[src/pshm_pkg.sv]
// ----------------------------------------------------------------------------
// pshm_pkg: shared types and constants of the pose stream health monitor
// Field widths, register map, verdict codes and control structures.
// ----------------------------------------------------------------------------
package pshm_pkg;

	// Arrival window
	localparam int RING_DEPTH = 128;
	localparam int IDX_W      = $clog2(RING_DEPTH);
	localparam int FILL_W     = $clog2(RING_DEPTH + 1);

	// Field widths
	localparam int TIME_W  = 48;
	localparam int POS_W   = 24;
	localparam int VAR_W   = 32;
	localparam int TRACE_W = 33;
	localparam int JUMP_W  = 49;
	localparam int SPAN_W  = 21;
	localparam int COUNT_W = 8;
	localparam int ABS_W   = POS_W + 1;
	localparam int SQ_W    = 2 * ABS_W;
	localparam int TMO_W   = 26;
	localparam int JLIM_W  = 32;
	localparam int RPROD_W = 26;
	localparam int RATE_W  = 48;

	// Configuration port
	localparam int ADDR_W = 6;
	localparam int DATA_W = 64;

	localparam int RATE_CFG_W  = 17;
	localparam int RATIO_W     = 9;
	localparam int TIMEOUT_W   = 16;
	localparam int MAXJUMP_W   = 16;

	localparam logic [TIME_W-1:0] WINDOW_US = TIME_W'(2000000);
	localparam logic [TMO_W-1:0]  MS_TO_US  = TMO_W'(1000);
	// 1e8 (0.01 Hz per Hz times microseconds per second) times 256 for the ratio scale.
	localparam logic [RATE_W-1:0] RATE_K    = RATE_W'(64'd25600000000);

	localparam logic [RATE_CFG_W-1:0] RST_EXPECTED_RATE = RATE_CFG_W'(3000);
	localparam logic [RATIO_W-1:0]    RST_WARN_RATIO    = RATIO_W'(179);
	localparam logic [RATIO_W-1:0]    RST_ERROR_RATIO   = RATIO_W'(102);
	localparam logic [TIMEOUT_W-1:0]  RST_TIMEOUT_MS    = TIMEOUT_W'(1000);
	localparam logic [TRACE_W-1:0]    RST_TRACE_WARN    = TRACE_W'(65536);
	localparam logic [TRACE_W-1:0]    RST_TRACE_ERROR   = TRACE_W'(589824);
	localparam logic [MAXJUMP_W-1:0]  RST_MAX_JUMP      = MAXJUMP_W'(2000);

	localparam logic REQ_SAMPLE = 1'b0;
	localparam logic REQ_POLL   = 1'b1;

	typedef enum logic [2:0] {
		REG_EXPECTED_RATE = 3'd0,
		REG_WARN_RATIO    = 3'd1,
		REG_ERROR_RATIO   = 3'd2,
		REG_TIMEOUT_MS    = 3'd3,
		REG_TRACE_WARN    = 3'd4,
		REG_TRACE_ERROR   = 3'd5,
		REG_MAX_JUMP      = 3'd6
	} reg_idx_t;

	typedef enum logic [1:0] {
		LVL_OK    = 2'd0,
		LVL_WARN  = 2'd1,
		LVL_ERROR = 2'd2,
		LVL_STALE = 2'd3
	} level_t;

	typedef enum logic [2:0] {
		CAUSE_OK        = 3'd0,
		CAUSE_NONE_YET  = 3'd1,
		CAUSE_TIMEOUT   = 3'd2,
		CAUSE_JUMP      = 3'd3,
		CAUSE_COV_CRIT  = 3'd4,
		CAUSE_COV_HIGH  = 3'd5,
		CAUSE_RATE_CRIT = 3'd6,
		CAUSE_RATE_LOW  = 3'd7
	} cause_t;

	typedef struct packed {
		logic [RATE_CFG_W-1:0] expected_rate;
		logic [RATIO_W-1:0]    rate_warn_ratio;
		logic [RATIO_W-1:0]    rate_error_ratio;
		logic [TIMEOUT_W-1:0]  stale_timeout_ms;
		logic [TRACE_W-1:0]    trace_warn_limit;
		logic [TRACE_W-1:0]    trace_error_limit;
		logic [MAXJUMP_W-1:0]  max_jump_mm;
	} cfg_t;

	typedef struct packed {
		logic              load;
		logic              shift;
		logic [TIME_W-1:0] wdata;
	} cell_ctl_t;

	typedef struct packed {
		logic               seen;
		logic [TIME_W-1:0]  age;
		logic [TMO_W-1:0]   tmo;
		logic               jump_on;
		logic [JUMP_W-1:0]  jump_sq;
		logic [JLIM_W-1:0]  jump_lim;
		logic [TRACE_W-1:0] trace;
		logic [TRACE_W-1:0] trace_warn;
		logic [TRACE_W-1:0] trace_err;
		logic               rate_on;
		logic               err_on;
		logic               warn_on;
		logic [RATE_W-1:0]  lhs;
		logic [RATE_W-1:0]  rhs_err;
		logic [RATE_W-1:0]  rhs_warn;
	} grade_in_t;

endpackage

[src/pshm_grade.sv]
// ----------------------------------------------------------------------------
// pshm_grade: health verdict grading
// Stale, jump, covariance and rate checks merged by level, earlier cause first.
// ----------------------------------------------------------------------------
module pshm_grade (
	input  pshm_pkg::grade_in_t gi,
	output pshm_pkg::level_t    level,
	output pshm_pkg::cause_t    cause
);

	pshm_pkg::level_t t_lvl;
	pshm_pkg::cause_t t_cause;
	pshm_pkg::level_t r_lvl;
	pshm_pkg::cause_t r_cause;

	always_comb begin
		t_lvl   = pshm_pkg::LVL_OK;
		t_cause = pshm_pkg::CAUSE_OK;
		if (gi.trace > gi.trace_err) begin
			t_lvl   = pshm_pkg::LVL_ERROR;
			t_cause = pshm_pkg::CAUSE_COV_CRIT;
		end else if (gi.trace > gi.trace_warn) begin
			t_lvl   = pshm_pkg::LVL_WARN;
			t_cause = pshm_pkg::CAUSE_COV_HIGH;
		end

		// A zero measured rate fails any nonzero ratio threshold.
		r_lvl   = pshm_pkg::LVL_OK;
		r_cause = pshm_pkg::CAUSE_OK;
		if (gi.lhs < gi.rhs_err || (gi.lhs == '0 && gi.err_on)) begin
			r_lvl   = pshm_pkg::LVL_ERROR;
			r_cause = pshm_pkg::CAUSE_RATE_CRIT;
		end else if (gi.lhs < gi.rhs_warn || (gi.lhs == '0 && gi.warn_on)) begin
			r_lvl   = pshm_pkg::LVL_WARN;
			r_cause = pshm_pkg::CAUSE_RATE_LOW;
		end

		level = pshm_pkg::LVL_OK;
		cause = pshm_pkg::CAUSE_OK;
		if (!gi.seen) begin
			level = pshm_pkg::LVL_STALE;
			cause = pshm_pkg::CAUSE_NONE_YET;
		end else if (gi.age > pshm_pkg::TIME_W'(gi.tmo)) begin
			level = pshm_pkg::LVL_STALE;
			cause = pshm_pkg::CAUSE_TIMEOUT;
		end else begin
			if (gi.jump_on && gi.jump_sq > pshm_pkg::JUMP_W'(gi.jump_lim)) begin
				level = pshm_pkg::LVL_ERROR;
				cause = pshm_pkg::CAUSE_JUMP;
			end
			if (t_lvl > level) begin
				level = t_lvl;
				cause = t_cause;
			end
			if (gi.rate_on && r_lvl > level) begin
				level = r_lvl;
				cause = r_cause;
			end
		end
	end

endmodule

[config.mk]
export PLATFORM = sky130hd
export DESIGN_NAME = pshm_grade
export DESIGN_NICKNAME = d
export VERILOG_FILES = /design/src/pshm_pkg.sv /design/src/pshm_grade.sv
export SDC_FILE = /design/constraint.sdc
export NUM_CORES = 1
export LEC_CHECK = 0
export ABC_AREA = 0
export BUFFER_PORTS_ARGS = -buffer_cell sky130_fd_sc_hd__buf_4
export CORE_AREA = 8 8 153 155
export DETAILED_ROUTE_END_ITERATION = 8
export DIE_AREA = 0 0 161 163
export PLACE_DENSITY = 0.64
export SLEW_MARGIN = 20
export SYNTH_ARGS = -nofsm -noshare
export SYNTH_HDL_FRONTEND = slang
export SYNTH_SLANG_ARGS = --single-unit
[constraint.sdc]
create_clock -name vclk -period 5.3
set_input_delay 0.265 -clock vclk [all_inputs]
set_output_delay 0.265 -clock vclk [all_outputs]
set_load 0.01 [all_outputs]
Word-level counts from Yosys, hierarchy flattened
Cells that the tools add are included.
{"block": "op_classes", "mux": 22, "magnitude_cmp": 8, "reduce_logical": 7}
{"cell": "$lt A48 B48 Y1", "count": 2}
{"cell": "$gt A33 B33 Y1", "count": 2}
{"cell": "$gt A49 B32 Y1", "count": 1}
{"cell": "$gt A48 B26 Y1", "count": 1}
{"cell": "$logic_not A48 Y1", "count": 1}
{"cell": "$mux W2", "count": 12}
{"cell": "$mux W3", "count": 8}
{"cell": "$gt A2 B2 Y1", "count": 2}
{"cell": "$logic_and A1 B1 Y1", "count": 4}
{"cell": "$logic_or A1 B1 Y1", "count": 2}
{"cell": "$mux W1", "count": 2}
{"block": "word_totals", "register_bits": 0, "input_bits": 403, "elab_cells": 37, "out_inout_bits": 5}

Depth between registers and ports, before layout
{"block": "logic_depth", "depth_word": 14, "ltp_mapped": 20, "mapped_depth_nobuf": 20}

Least setup slack after synthesis
Ideal clock, no wire load.
{"block": "synth_path", "kind": "input port to output port", "from": "input port gi[274] in the netlist's numbering", "to": "output port cause[2]", "required_ps": 5035, "stages": 18, "slack_ps": 1314, "path_buffers": 0, "arrival_time_ps": 3721, "cell_sequence": "inv_1 ha_1 nand4_1 or4_1 o41ai_1 o21bai_1 ha_1 inv_1 a21oi_1 o21ai_0 a41oi_1 nor2_1 ha_1 nor2b_1 o211a_1 a41o_1 nor2_1 a211oi_1"}
{"block": "synth_via", "elab_chain_cells": 14, "word_cells_on_any_way": 15, "cone_classes": "order compare (3); mux (10); reduce/logical (2)"}
{"element": "start, declared", "line_no": "pshm_grade.sv:6", "text": "input pshm_pkg::grade_in_t gi,"}
{"element": "$gt A49 B32 Y1 (*)", "line_no": "pshm_grade.sv:47", "text": "if (gi.jump_on && gi.jump_sq > pshm_pkg::JUMP_W'(gi.jump_lim)) begin"}
{"element": "$logic_and A1 B1 Y1 (*)", "line_no": "pshm_grade.sv:47"}
{"element": "$mux W2 (*)", "line_no": "pshm_grade.sv:47"}
{"element": "$mux W2 (*)", "line_no": "pshm_grade.sv:43", "text": "end else if (gi.age > pshm_pkg::TIME_W'(gi.tmo)) begin"}
{"element": "$mux W2 (*)", "line_no": "pshm_grade.sv:40", "text": "if (!gi.seen) begin"}
{"element": "$gt A2 B2 Y1", "line_no": "pshm_grade.sv:51", "text": "if (t_lvl > level) begin"}
{"element": "$mux W2", "line_no": "pshm_grade.sv:51"}
{"element": "$mux W2", "line_no": "pshm_grade.sv:43"}
{"element": "$mux W2", "line_no": "pshm_grade.sv:40"}
{"element": "$gt A2 B2 Y1", "line_no": "pshm_grade.sv:55", "text": "if (gi.rate_on && r_lvl > level) begin"}
{"element": "$logic_and A1 B1 Y1", "line_no": "pshm_grade.sv:55"}
{"element": "$mux W3 (*)", "line_no": "pshm_grade.sv:55"}
{"element": "$mux W3 (*)", "line_no": "pshm_grade.sv:43"}
{"element": "$mux W3 (*)", "line_no": "pshm_grade.sv:40"}
{"element": "end, declared", "line_no": "pshm_grade.sv:8", "text": "output pshm_pkg::cause_t cause"}
Every way passes the cells marked *; elsewhere a longest branch is shown, timed or not. The select of a mux whose other input is x is not followed.

Worst setup path in the final report
{"block": "layout_path", "from": "input port gi[240] in the netlist's numbering", "to": "output port cause[2]"}
{"block": "layout_via", "elab_chain_cells": 12, "word_cells_on_any_way": 16, "cone_classes": "order compare (4); mux (11); reduce/logical (1)"}
{"element": "$gt A33 B33 Y1", "line_no": "pshm_grade.sv:22", "text": "end else if (gi.trace > gi.trace_warn) begin"}
{"element": "$mux W1", "line_no": "pshm_grade.sv:22"}
{"element": "$mux W2", "line_no": "pshm_grade.sv:19", "text": "if (gi.trace > gi.trace_err) begin"}
{"element": "$gt A2 B2 Y1", "line_no": "pshm_grade.sv:51"}
{"element": "$mux W2", "line_no": "pshm_grade.sv:51"}
{"element": "$mux W2", "line_no": "pshm_grade.sv:43"}
{"element": "$mux W2", "line_no": "pshm_grade.sv:40"}
{"element": "$gt A2 B2 Y1", "line_no": "pshm_grade.sv:55"}
{"element": "$logic_and A1 B1 Y1", "line_no": "pshm_grade.sv:55"}
{"element": "$mux W3 (*)", "line_no": "pshm_grade.sv:55"}
{"element": "$mux W3 (*)", "line_no": "pshm_grade.sv:43"}
{"element": "$mux W3 (*)", "line_no": "pshm_grade.sv:40"}
Marked as above.

==> results.txt <==
DP HPWL = 25.01 mm
Cell Rows = 53
Drt first pass iters = 4
Total Routing Usage GR = 18.66%
Initial core utilization = 28.80%
Minimum clock period = 4.728 ns
Layout cells sized above 1 = 32.91%
Max Fclk = 0.2115 GHz
# clk buffers = 0
RePlAce Congestion = 0.8988
Most area-hungry cell type in the Yosys netlist = ha_1
Rel. slew slack = 49.96%
P_leak = 5.658 nW
DIE AREA = 0.02624 sq mm
Number of vias per cell = 4.796
Worst Hold Path EP = cause[0]
# fillers = 2184
CP dominant cell by count = ha_1
Synthesis warning total = 0
Post-route setup TNS = 0 ns
Final WL = 26.19 mm
Startpoint types = input port
Tcrit/Tclk final = 89.20%
Yosys top cell area share = 46.11%
Post-layout nets = 1887
Peak supply drop = 0.00003340 V
Sw frac = 44.59%
Crit Path Max Fanout = 5
Reg power frac = 0%
Core ar. = 0.02082 sq mm
Area after detailed placement = 0.009404 sq mm
Post-Syn Nets = 1477
Die X = 161 um
Run status = finished clean
Number of global-route vias before repair = 7977
Psw = 0.2992 mW
Overflow after GRT = 0
Worst Hold Launch = gi[402]
Endpoints failing setup = 0
Final hold violations = 0
Placed cells = 1536
CP peak stage delay = 0.39 ns
FF/Latch Area = 0 sq um
Via count = 7372
Syn avg cell area = 7.030 sq um
Comb power frac = 100.0%
Number of max-cap violations = 0
Sequential fraction of the synthesis area = 0%
P per Cell Area = 71.33 mW/mm^2
Count of cell types in the netlist = 51
Initial DRC Count = 186
Hold Path Stages = 3
Multi-input gate area in the final layout = 0.005111 sq mm
First-pass GRT wire length = 40.19 mm
Seq_cells = 0
Final ANT Viol Nets = 0
Share of total power in the clock network = 0%
Wire per inst = 17.04 um
PortBufs = 408
Type of the most critical hold path = in2out
Setup Fix Bufs, Post-CTS = 0
Slew Limit Fails = 0
Final Instance Count excl. Fillers = 1537
Pint = 0.3718 mW
Area grow syn2layout = 56.85%
RSZ-0062 raised after global routing = no
Die Y = 163 um
Post-Syn Area = 0.005997 sq mm
DRC Markers = 0
Slew @ Worst Pin = 0.7438 ns
Critical path data required time = 5.04 ns
Crit-path slowest cell = nor4_1
Ranking of synthesized cells by area = ha_1 (46%), inv_1 (15%), a21oi_1 (5.8%)
Worst path cell trace = buf_4 -> ha_1 -> nand4_1 -> nor4_1 -> nand3_1 -> nor3_1 -> o21bai_1 -> inv_1 -> ha_1 -> inv_1 -> a21oi_1 -> o21ai_0 -> a41oi_1 -> nor2_1 -> ha_1 -> nor2b_1 -> o211a_1 -> a41o_1 -> nor2_1 -> a211oi_1 -> buf_4
Final instance area = 0.009407 sq mm
Most frequent cells in the layout = buf_4 (408), inv_1 (236), ha_1 (221)
Power Total = 0.6709 mW
Worst EP arrival = 4.46 ns
Critical Path End Type = primary output
Most common cell after layout, fill and taps aside = buf_4
Crit path kind = in2out
Worst Hold Slack = 0.8361 ns
Gate Count Post-Synth = 853
Largest net degree at the start of global routing = 6
Initial antenna violation count = 1
CTS Hold Bufs = 0
Io pins = 408
Post-CTS sizing = 0
[final cells by class]
class,count,share of cell area [%]
Multi-Input combinational cell,617,54.34
Timing Repair Buffer,408,32.56
Inverter,236,9.417
Tap cell,275,3.658
Antenna cell,1,0.02660
[per-layer routing]
metal / vias to the layer above / global-route usage (%) / share of wire (%) / wire (um)
met2: 289 / 35.92 / 51 / 13410
met3: 22 / 4.803 / 8.0 / 2093
met5: - / 0 / 0 / 0
li1: 3857 / - / - / -
met1: 3204 / 20.18 / 39 / 10210
met4: 0 / 3.535 / 1.8 / 473
[how the worst max path moves through the flow]
stage | start | end | slack, ns | cells after the start
2_1_floorplan | gi[274] | cause[2] | 1.31 | 18
3_3_place_gp | gi[169] | cause[2] | 0.60 | 22
3_5_place_dp | gi[171] | cause[2] | 0.43 | 22
4_1_cts | gi[171] | cause[2] | 0.42 | 22
5_1_grt | gi[169] | cause[2] | 0.02 | 22
6_report | gi[240] | cause[2] | 0.57 | 21
[synth_stat cells, types with 12 or more instances]
library cell and number:
a211oi_1 15, a21o_1 15, a21oi_1 69, ha_1 221
inv_1 236, nand2_1 43, nand3_1 22, nand4_1 43
nor2_1 30, nor3_1 12, nor4_1 24, o21ai_0 34
[worst max-delay path, delay by kind of cell]
family	cells	cell delay, ns
AOI/OAI and AO/OA	7	1.44
and+or+nand+nor	7	1.37
adders and majority gates	3	0.95
buffers and inverters	4	0.45
[cell families after synthesis]
group	synth area share (%)
buf+inv	14.77
fa+ha+maj	46.11
simple gates	18.42
compound gates	20.70
[power groups by stage]
stage,Sequential (mW),Clock [mW],Combinational [mW]
finish,0,0.0000000254,0.671
global route,0,0.0000000254,0.765
CTS,0,0,0.676
floorplan,0,0,0.325
detailed placement,0,0,0.672
global placement,0,0,0.661
[per-stage QoR]
stage	setup WS (ns)	util [%]
5_1_grt	0.02284	45.17
3_5_place_dp	0.4345	45.16
2_1_floorplan	1.314	-
3_3_place_gp	0.5968	45.16
4_1_cts	0.4217	45.16
6_report	0.5722	45.17
No activity file was read; power rests on OpenSTA's default activity.
