## src/pshm_pkg.sv

```systemverilog
// ----------------------------------------------------------------------------
// pshm_pkg: shared types and constants of the pose stream health monitor
// Field widths, register map, verdict codes and control structures.
// ----------------------------------------------------------------------------
package pshm_pkg;

	// Arrival window
	localparam int RING_DEPTH = 128;
	localparam int IDX_W      = $clog2(RING_DEPTH);
	localparam int FILL_W     = $clog2(RING_DEPTH + 1);

	// Field widths
	localparam int TIME_W  = 48;
	localparam int POS_W   = 24;
	localparam int VAR_W   = 32;
	localparam int TRACE_W = 33;
	localparam int JUMP_W  = 49;
	localparam int SPAN_W  = 21;
	localparam int COUNT_W = 8;
	localparam int ABS_W   = POS_W + 1;
	localparam int SQ_W    = 2 * ABS_W;
	localparam int TMO_W   = 26;
	localparam int JLIM_W  = 32;
	localparam int RPROD_W = 26;
	localparam int RATE_W  = 48;

	// Configuration port
	localparam int ADDR_W = 6;
	localparam int DATA_W = 64;

	localparam int RATE_CFG_W  = 17;
	localparam int RATIO_W     = 9;
	localparam int TIMEOUT_W   = 16;
	localparam int MAXJUMP_W   = 16;

	localparam logic [TIME_W-1:0] WINDOW_US = TIME_W'(2000000);
	localparam logic [TMO_W-1:0]  MS_TO_US  = TMO_W'(1000);
	// 1e8 (0.01 Hz per Hz times microseconds per second) times 256 for the ratio scale.
	localparam logic [RATE_W-1:0] RATE_K    = RATE_W'(64'd25600000000);

	localparam logic [RATE_CFG_W-1:0] RST_EXPECTED_RATE = RATE_CFG_W'(3000);
	localparam logic [RATIO_W-1:0]    RST_WARN_RATIO    = RATIO_W'(179);
	localparam logic [RATIO_W-1:0]    RST_ERROR_RATIO   = RATIO_W'(102);
	localparam logic [TIMEOUT_W-1:0]  RST_TIMEOUT_MS    = TIMEOUT_W'(1000);
	localparam logic [TRACE_W-1:0]    RST_TRACE_WARN    = TRACE_W'(65536);
	localparam logic [TRACE_W-1:0]    RST_TRACE_ERROR   = TRACE_W'(589824);
	localparam logic [MAXJUMP_W-1:0]  RST_MAX_JUMP      = MAXJUMP_W'(2000);

	localparam logic REQ_SAMPLE = 1'b0;
	localparam logic REQ_POLL   = 1'b1;

	typedef enum logic [2:0] {
		REG_EXPECTED_RATE = 3'd0,
		REG_WARN_RATIO    = 3'd1,
		REG_ERROR_RATIO   = 3'd2,
		REG_TIMEOUT_MS    = 3'd3,
		REG_TRACE_WARN    = 3'd4,
		REG_TRACE_ERROR   = 3'd5,
		REG_MAX_JUMP      = 3'd6
	} reg_idx_t;

	typedef enum logic [1:0] {
		LVL_OK    = 2'd0,
		LVL_WARN  = 2'd1,
		LVL_ERROR = 2'd2,
		LVL_STALE = 2'd3
	} level_t;

	typedef enum logic [2:0] {
		CAUSE_OK        = 3'd0,
		CAUSE_NONE_YET  = 3'd1,
		CAUSE_TIMEOUT   = 3'd2,
		CAUSE_JUMP      = 3'd3,
		CAUSE_COV_CRIT  = 3'd4,
		CAUSE_COV_HIGH  = 3'd5,
		CAUSE_RATE_CRIT = 3'd6,
		CAUSE_RATE_LOW  = 3'd7
	} cause_t;

	typedef struct packed {
		logic [RATE_CFG_W-1:0] expected_rate;
		logic [RATIO_W-1:0]    rate_warn_ratio;
		logic [RATIO_W-1:0]    rate_error_ratio;
		logic [TIMEOUT_W-1:0]  stale_timeout_ms;
		logic [TRACE_W-1:0]    trace_warn_limit;
		logic [TRACE_W-1:0]    trace_error_limit;
		logic [MAXJUMP_W-1:0]  max_jump_mm;
	} cfg_t;

	typedef struct packed {
		logic              load;
		logic              shift;
		logic [TIME_W-1:0] wdata;
	} cell_ctl_t;

	typedef struct packed {
		logic               seen;
		logic [TIME_W-1:0]  age;
		logic [TMO_W-1:0]   tmo;
		logic               jump_on;
		logic [JUMP_W-1:0]  jump_sq;
		logic [JLIM_W-1:0]  jump_lim;
		logic [TRACE_W-1:0] trace;
		logic [TRACE_W-1:0] trace_warn;
		logic [TRACE_W-1:0] trace_err;
		logic               rate_on;
		logic               err_on;
		logic               warn_on;
		logic [RATE_W-1:0]  lhs;
		logic [RATE_W-1:0]  rhs_err;
		logic [RATE_W-1:0]  rhs_warn;
	} grade_in_t;

endpackage

```

## src/pshm_cell.sv

```systemverilog
// ----------------------------------------------------------------------------
// pshm_cell: one slot of the arrival window chain
// Holds one arrival time; loads a new time or takes its newer neighbor's.
// ----------------------------------------------------------------------------
module pshm_cell (
	input  logic                              clk,
	input  pshm_pkg::cell_ctl_t               ctl,
	input  logic                              sel,
	input  logic [pshm_pkg::TIME_W-1:0]       nbr,
	output logic [pshm_pkg::TIME_W-1:0]       entry_q
);

	// A load into the selected slot wins over the shift toward the head.
	always_ff @(posedge clk) begin
		if (ctl.load && sel) begin
			entry_q <= ctl.wdata;
		end else if (ctl.shift) begin
			entry_q <= nbr;
		end
	end

endmodule

```

## config.mk

```make
export PLATFORM = sky130hd
export DESIGN_NAME = pshm_cell
export DESIGN_NICKNAME = d
export VERILOG_FILES = /design/src/pshm_pkg.sv /design/src/pshm_cell.sv
export SDC_FILE = /design/constraint.sdc
export NUM_CORES = 1
export LEC_CHECK = 0
export ABC_AREA = 1
export CAP_MARGIN = 20
export CORE_MARGIN = 2
export CORE_UTILIZATION = 55
export CTS_BUF_LIST = sky130_fd_sc_hd__clkbuf_16
export CTS_CLUSTER_SIZE = 30
export DETAILED_ROUTE_END_ITERATION = 10
export DONT_BUFFER_PORTS = 1
export PLACE_DENSITY_LB_ADDON = 0.05
export SKIP_CTS_REPAIR_TIMING = 1
export SYNTH_ARGS = -nofsm -noshare
export SYNTH_HDL_FRONTEND = slang
export SYNTH_SLANG_ARGS = --single-unit
export TNS_END_PERCENT = 10
```

## constraint.sdc

```tcl
create_clock -name clk -period 3.3 [get_ports clk]
set_input_delay 0.66 -clock clk [delete_from_list [all_inputs] [get_ports clk]]
set_output_delay 0.66 -clock clk [all_outputs]
set_load 0.01 [all_outputs]
```

Word level (Yosys, flattened, before mapping)
Index checks and enable logic that the tools add are counted.

operators by class
  reduce and logical (&&, ||, !) cells = 2
  muxes and demuxes = 2

operator list
  operator            number
  48-bit two-way mux  2
  2-bit nonzero test  1
  1-bit logical AND   1

word-level totals
  bits in registers = 48
  output and inout port bits = 48
  word-level logic and storage cells = 5
  input port bits = 100

Depth between registers and ports, before layout
Gate-level depths: netlist of the first run.

  word-level depth = 2
  gate-level depth with buffers = 5
  mapped depth without buffers = 3

Least setup slack after synthesis of the first run
No wires, ideal clock.

  path type = in2reg
  start = input port ctl[49] in the netlist's numbering
  end = register entry_q[0] in the netlist's numbering, enable pin
  slack = 0.787 ns
  cell stages on the path = 4
  arrival time = 2.107 ns
  data required time = 2.893 ns
  library setup time = 0.407 ns
  buffers on the path = 2
  cells stage by stage = nand2_1 buf_2 buf_4 nand2_1

between the ends
  longest elaborated chain between the ends = 2

RTL lines
  what                                 line             text
  start: declaration                   pshm_cell.sv:7   input pshm_pkg::cell_ctl_t ctl,
  1-bit logical AND                    pshm_cell.sv:15  if (ctl.load && sel) begin
  2-bit nonzero test (no source line)  n/a
  end signal: assignment               pshm_cell.sv:16  entry_q <= ctl.wdata;
  end signal: assignment               pshm_cell.sv:18  entry_q <= nbr;
  end: declaration                     pshm_cell.sv:10  output logic [pshm_pkg::TIME_W-1:0] entry_q

No other way between the ends.
A chain may end at the register's enable or synchronous reset.

Worst setup path after layout of the first run
  start = register entry_q[5] in the netlist's numbering
  end = output port entry_q[5] in the netlist's numbering

No word-level cell between the ends.

==> results of run 1 <==
==> worst paths after layout <==
kind	from	endpoint	slack [ns]	cells after the start
max	entry_q[5]	entry_q[5]	1.91	0
min	nbr[35]	entry_q[35]	0.56	2
==> cell type report <==
class | instances | area [um^2]
Multi-Input combinational cell | 146 | 611
Fill cell | 316 | 1420
Timing Repair Buffer | 3 | 22.5
Inverter | 1 | 3.75
Clock buffer | 5 | 125
Clock inverter | 2 | 8.76
Tap cell | 48 | 60.1
Sequential cell | 48 | 1440
==> per-layer routing <==
metal	GRT usage (%)	vias up	share of wire, %
met5	0	-	0
li1	-	700	-
met3	10.1	7	12
met4	6.38	0	1.2
met2	36.6	93	53
met1	20.8	694	33
==> power breakdown <==
group          switching, W  total [W]  internal, W
Sequential        0.0000649   0.000825     0.000760
Combinational     0.0000492  0.0000766    0.0000274
Clock              0.000188   0.000460     0.000272
==> cell families after synthesis <==
logic type	Yosys count
buffers and inverters	16
DFF	48
and+or+nand+nor	146
==> Yosys cell counts <==
cell,instances
clkbuf_1,5
nand3_1,48
edfxtp_1,48
buf_4,3
buf_2,5
nand2_1,98
inv_1,1
buf_1,2
==> per-stage QoR <==
| stage | worst slack (ns) | util [%] | hold slack, ns | total power, W | cells |
|---|---|---|---|---|---|
| after floorplan | 0.787 | - | 0.839 | 0.000903 | 210 |
| after global placement | 1.70 | 58.0 | 0.840 | 0.000910 | 246 |
| after detailed placement | 1.66 | 58.0 | 0.844 | 0.000918 | 246 |
| after CTS | 1.91 | 61.6 | 0.558 | 0.00137 | 253 |
| after global routing | 1.89 | 61.6 | 0.556 | 0.00141 | 253 |
| final | 1.91 | 61.6 | 0.562 | 0.00136 | 253 |
==> qor.txt, run 1 <==
Setup TNS = 0 ns
Area growth syn-to-layout = 6.82%
CTS max path bufs = 2
Starting DRT DRC Count = 178
Clock transition at path regs = 0.06 ns
Most frequent cells in the layout = 97 x nand2_1, 48 x nand3_1, 48 x edfxtp_1
Detail Route Antenna Nets = 0
Pin count of the biggest net entering global routing = 50
Seq cells post-synth = 48
Vias = 1,494
Number of global-route vias before repair = 1,411
Max Cap Violations = 0
CP arrival = 0.73 ns
DIE WIDTH = 66.2 um
Sequential fraction of the synthesis area = 67.8%
Crit path time final = 1.39 ns
Post-DP HPWL = 3260 um
RSZ-0062 raised after global routing = false
Vias/cell = 5.91
Die ar. = 4380 um^2
Final setup violation count = 0
Highest clock rate = 0.721 GHz
Main combinational cell family by area after synthesis = simple AND/OR/NAND/NOR gates
Wirelength per Cell = 17.8 um
Largest reg by FF count = entry_q
DRC Markers = 0
Count of buffers from port buffering = 0
Status = finished, final reports clean
Drt pass-1 iters = 4
GRT Total Usage = 20.5%
First-pass GRT wire length = 6530 um
Leak = 0.988 nW
Placed cell areas = 2140 um^2
Synth Cell Area = 2130 um^2
Top flop regs = entry_q x48
Post-Layout Inst Area = 2270 um^2
Post-synth cell types = 8
Post-Synthesis Cells = 210
CP Capture Type = output pin
CTS tree = yes
Clock buffer count from CTS = 5
Synthesis warning total = 0
Worst Hold Class = input pin to flip-flop
Max FFs per register = 48
Power Density = 599 nW/um^2
Die height = 66.2 um
Syn Nets = 310
VDD IR max = 0.000291 V
Adder-cell share of the synthesized area = 0%
Relative slew slack = 69.9%
Ant. Diodes = 0
Routed Wire Length = 4490 um
Top Ports = 148
Commonest non-fill, non-tap cell in the layout = nand2_1
Worst setup SP type = flip-flop
Xor and xnor fraction of the mapped netlist area = 0%
TritonCTS Sinks = 48
Post-synthesis mux area share = 0%
Initial antenna violation count = 0
Slew Limit Fails = 0
Synth top area share = 67.8%
H-tree lvl count = 2
FP Rows = 22
Layout cells sized above 1 = 4.88%
Worst EP required = 2.64 ns
Largest cells by area after synthesis = edfxtp_1 68%, nand2_1 17%, nand3_1 11%, buf_2 1.2%, buf_4 1.1%
Synth area leader = edfxtp_1
Core ar. = 3690 um^2
Worst Path Max Fanout = 1
Synthesized-area fraction occupied by and/or/nand/nor cells = 28.6%
Final nets = 305
Root buffer cell = clkbuf_16
CP Class = flip-flop to output pin
Initial Util = 57.7%
Final Hold Fails = 0
Period Utilization, post-route = 42.0%
Placer Congestion = 0.673
Compound-Gate Fraction of Synth Area = 0%
GR Overflow Total = 0
Least-Margin Pin Slew = 0.451 ns
Mapped Avg Cell Area = 10.1 um^2
Note: power is estimated with default switching activity, not from simulation.
==> inputs of run 2 (changes only) <==
- clock period: 3.3 -> 1.17 ns (I/O delays scaled with it)
==> qor.txt, run 2 (synthesized netlist as in run 1, its figures left out) <==
Vias/cell = 5.93 (was 5.91)
Initial antenna violation count = 0 (unchanged)
Post-DP HPWL = 3020 um (was 3260 um)
CP Class = flip-flop to output pin (unchanged)
Core ar. = 3690 um^2 (unchanged)
Layout cells sized above 1 = 4.46% (was 4.88%)
GRT Total Usage = 19.4% (was 20.5%)
Period Utilization, post-route = 80.7%
Max Cap Violations = 0 (unchanged)
End of the critical path = entry_q[3] (was entry_q[5])
Slew Limit Fails = 0 (unchanged)
Count of buffers from port buffering = 0 (unchanged)
Final Hold Fails = 0 (unchanged)
Final setup violation count = 0 (unchanged)
Post-Route Utilization = 61.6% (unchanged)
Worst setup SP type = flip-flop (unchanged)
Starting DRT DRC Count = 142 (was 178)
Seq pwr share = 61.4% (was 60.6%)
Placed cell areas = 2150 um^2 (was 2140 um^2)
Die ar. = 4380 um^2 (unchanged)
Final nets = 304 (was 305)
Clock transition at path regs = 0.06 ns (about the same)
Most frequent cells in the layout = 96 x nand2_1, 48 x nand3_1, 48 x edfxtp_1 (was 97 x nand2_1, 48 x nand3_1, 48 x edfxtp_1)
Largest reg by FF count = entry_q (unchanged)
Part of the power in combinational logic = 5.7% (was 5.6%)
Worst Hold Class = input pin to flip-flop (unchanged)
Worst EP required = 0.94 ns (was 2.64 ns)
Routed Wire Length = 4270 um (was 4490 um)
Pin count of the biggest net entering global routing = 50 (unchanged)
FP Rows = 22 (unchanged)
VDD IR max = 0.00111 V (was 0.000291 V)
Commonest non-fill, non-tap cell in the layout = nand2_1 (unchanged)
Placer Congestion = 0.670 (was 0.673)
Fill cells = 321 (was 316)
Ant. Diodes = 0 (unchanged)
Internal = 0.00298 W (was 0.00106 W)
RSZ-0062 raised after global routing = false (unchanged)
Highest clock rate = 1.06 GHz
TritonCTS Sinks = 48 (unchanged)
Least-Margin Pin Slew = 0.359 ns (was 0.451 ns)
Drt pass-1 iters = 4 (unchanged)
CP arrival = 0.71 ns (was 0.73 ns)
Root buffer cell = clkbuf_16 (unchanged)
Detail Route Antenna Nets = 0 (unchanged)
Power Density = 1670 nW/um^2 (was 599 nW/um^2)
GR Overflow Total = 0 (unchanged)
Top flop regs = entry_q x48 (unchanged)
DIE WIDTH = 66.2 um (unchanged)
Number of global-route vias before repair = 1,357 (was 1,411)
Wirelength per Cell = 17.1 um (was 17.8 um)
Hold depth = 2 (unchanged)
Die height = 66.2 um (unchanged)
Clock network fraction of design power = 33.0% (was 33.8%)
CTS tree = yes (unchanged)
Max FFs per register = 48 (unchanged)
Worst Path Max Fanout = 1 (unchanged)
CTS max path bufs = 2 (unchanged)
DRC Markers = 0 (unchanged)
CP Capture Type = output pin (unchanged)
Sw frac = 21.5% (was 22.2%)
Crit path time final = 0.945 ns
Clock buffer count from CTS = 5 (unchanged)
Setup TNS = 0 ns (unchanged)
Worst setup path startpoint = entry_q[3] (was entry_q[5])
Vias = 1,483 (was 1,494)
Area growth syn-to-layout = 6.82% (unchanged)
First-pass GRT wire length = 6290 um (was 6530 um)
Switching Power = 0.000814 W (was 0.000302 W)
Status = finished, final reports clean (unchanged)
Top Ports = 148 (unchanged)
Stages on the worst setup path = 0 (unchanged)
Relative slew slack = 76.0% (was 69.9%)
H-tree lvl count = 2 (unchanged)
Initial Util = 57.7% (unchanged)
Post-Layout Inst Area = 2270 um^2 (unchanged)
Leak = 0.977 nW (was 0.988 nW)
run 2: changes by cell type in the layout (fill, tap and decap cells not counted):
cell      delta
clkinv_2     -1
buf_4        -1
nand2_8      +1
inv_1        -1
nand2_1      -1
run 2: layout make-up:
type                            count  area, um^2  area share [%]
Sequential cell                    48        1440            63.4
Multi-Input combinational cell    146         627            27.6
Clock buffer                        5         125            5.51
Tap cell                           48        60.1            2.64
Timing Repair Buffer                2        15.0           0.661
Inverter                            1        3.75           0.165
run 2: worst min path at each step:
stage	end	start
6_report	entry_q[31]	nbr[31]
4_1_cts	entry_q[33]	nbr[33]
3_3_place_gp	entry_q[32]	nbr[32]
2_1_floorplan	entry_q[0]	nbr[0]
3_5_place_dp	entry_q[18]	nbr[18]
5_1_grt	entry_q[24]	nbr[24]
run 2: stage by stage:
stage / hold slack (ns) / total power [W] / setup WS (ns) / cells
floorplan: 0.413 / 0.00256 / 0.0120 / 210
global placement: 0.415 / 0.00257 / 0.196 / 245
detailed placement: 0.417 / 0.00258 / 0.172 / 245
CTS: 0.139 / 0.00382 / 0.215 / 250
global route: 0.137 / 0.00396 / 0.202 / 250
finish: 0.141 / 0.00379 / 0.225 / 250
run 2: per-layer routing:
layer / GRT usage, % / share of wire [%] / up-vias
met3: 8.18 / 12 / 6
met2: 34.5 / 53 / 94
met1: 20.4 / 34 / 686
met5: 0 / 0 / -
met4: 6.89 / 1.2 / 0
li1: - / - / 697
run 2: power by group through the flow:
stage,logic [W],registers [W],clock network (W)
after CTS,0.000218,0.00233,0.00127
after global routing,0.000256,0.00234,0.00136
after floorplan,0.000228,0.00233,0
after global placement,0.000205,0.00236,0
after detailed placement,0.000220,0.00236,0
final,0.000215,0.00233,0.00125
==> inputs of run 3 (changes only) <==
- clock period: 1.17 -> 0.84 ns (I/O delays scaled with it)
==> qor.txt, run 3 (synthesized netlist as in run 1, its figures left out) <==
Status = finished with violations (was finished, final reports clean)
Failing checks = setup timing
Routed Wire Length = 4460 um (was 4270 um)
GRT Total Usage = 20.9% (was 19.4%)
Highest clock rate = 1.13 GHz
CTS max path bufs = 2 (unchanged)
Grt met1 use = 24.2% (was 20.4%)
CTS tree = yes (unchanged)
First-pass GRT wire length = 6620 um (was 6290 um)
Clock transition at path regs = 0.06 ns (about the same)
Core ar. = 3690 um^2 (unchanged)
Count of buffers from port buffering = 0 (unchanged)
Max Cap Violations = 0 (unchanged)
Top Usage Layer GRT = met2 (unchanged)
M2 GR Usage = 33.5% (was 34.5%)
Final setup violation count = 48 (was 0)
Number of global-route vias before repair = 1,390 (was 1,357)
Final Hold Fails = 0 (unchanged)
Die height = 66.2 um (unchanged)
Sequential standard cell area = 1440 um^2 (unchanged)
Hold depth = 2 (unchanged)
Setup ws final = -0.0483 ns (was 0.225 ns)
Final hold slack = 0.0721 ns (was 0.141 ns)
Worst Hold Class = input pin to flip-flop (unchanged)
Initial antenna violation count = 0 (unchanged)
VDD IR max = 0.00144 V (was 0.00111 V)
Wirelength per Cell = 17.3 um (was 17.1 um)
Commonest non-fill, non-tap cell in the layout = nand2_1 (unchanged)
Drt pass-1 iters = 4 (unchanged)
Least-Margin Pin Slew = 0.165 ns (was 0.359 ns)
Worst EP required = 0.67 ns (was 0.94 ns)
Fill cells = 292 (was 321)
Inst Count DP = 249 (was 245)
GR Overflow Total = 0 (unchanged)
Post-DP HPWL = 3240 um (was 3020 um)
Die ar. = 4380 um^2 (unchanged)
CP Capture Type = output pin (unchanged)
Slew Limit Fails = 0 (unchanged)
Detail Route Antenna Nets = 0 (unchanged)
Footprint of the multi-input gates = 641 um^2 (was 627 um^2)
Most frequent cells in the layout = 96 x nand2_1, 48 x nand3_1, 48 x edfxtp_1 (unchanged)
Stages on the worst setup path = 0 (unchanged)
Top flop regs = entry_q x48 (unchanged)
Vias = 1,480 (was 1,483)
CP Class = flip-flop to output pin (unchanged)
Finished Layout Cells = 257 (was 250)
Final nets = 308 (was 304)
DRC Markers = 0 (unchanged)
Power Density = 2270 nW/um^2 (was 1670 nW/um^2)
Largest reg by FF count = entry_q (unchanged)
Root buffer cell = clkbuf_16 (unchanged)
Max FFs per register = 48 (unchanged)
CP arrival = 0.72 ns (was 0.71 ns)
DIE WIDTH = 66.2 um (unchanged)
Vias/cell = 5.76 (was 5.93)
H-tree lvl count = 2 (unchanged)
Worst Path Max Fanout = 1 (unchanged)
RSZ-0062 raised after global routing = true (was false)
Met3 usage = 9.88% (was 8.18%)
Pre-CTS WS = 0.0393 ns (was 0.172 ns)
Top Ports = 148 (unchanged)
Worst setup SP type = flip-flop (unchanged)
Pin count of the biggest net entering global routing = 50 (unchanged)
Period Utilization, post-route = 106%
Relative slew slack = 89.0% (was 76.0%)
Placer Congestion = 0.711 (was 0.670)
Crit path time final = 0.888 ns
TritonCTS Sinks = 48 (unchanged)
Ant. Diodes = 0 (unchanged)
Clock buffer count from CTS = 5 (unchanged)
Initial Util = 57.7% (unchanged)
Leak = 1.03 nW (was 0.977 nW)
Starting DRT DRC Count = 134 (was 142)
Layout cells sized above 1 = 7.18% (was 4.46%)
Post-Route Utilization = 64.9% (was 61.6%)
FP Rows = 22 (unchanged)
Area growth syn-to-layout = 12.5% (was 6.82%)
-- run 3: cell types whose count changed in the layout (fill, tap and decap cells not counted) --
cell | before | now
clkinv_1 | 0 | 1
nand2_2 | 1 | 0
buf_4 | 2 | 1
clkinv_2 | 0 | 2
buf_12 | 0 | 5
nand2_8 | 1 | 2
-- run 3: metrics by stage --
stage	total power, W	instance area (um^2)	setup TNS, ns
finish	0.00543	2390	-1.43
global route	0.00567	2390	-2.68
CTS	0.00550	2390	-1.93
detailed placement	0.00367	2250	0
global placement	0.00365	2250	0
floorplan	0.00357	2170	-9.27
-- run 3: path summary, 6_finish.rpt --
path | startpoint | end
setup / recovery | entry_q[47] | entry_q[47]
hold / removal | nbr[13] | entry_q[13]
-- run 3: routing by layer --
metal / part of all wire [%] / wire [um]
met4: 1.3 / 60
met1: 36 / 1620
met2: 51 / 2280
met5: 0 / 0
met3: 11 / 492
-- run 3: cell type report --
| class | count | share of cell area (%) |
|---|---|---|
| clock buffers | 5 | 5.23 |
| repair buffers | 6 | 4.50 |
| multi-input cells | 146 | 26.8 |
| well taps | 48 | 2.51 |
| inverters | 1 | 0.157 |
| flip-flops and latches | 48 | 60.3 |
| clock inverters | 3 | 0.575 |
-- run 3: where the power goes --
part           internal, W  switching [W]  total, W
sequential         0.00299       0.000258   0.00324
combinational     0.000162       0.000206  0.000368
clock              0.00108       0.000738   0.00182
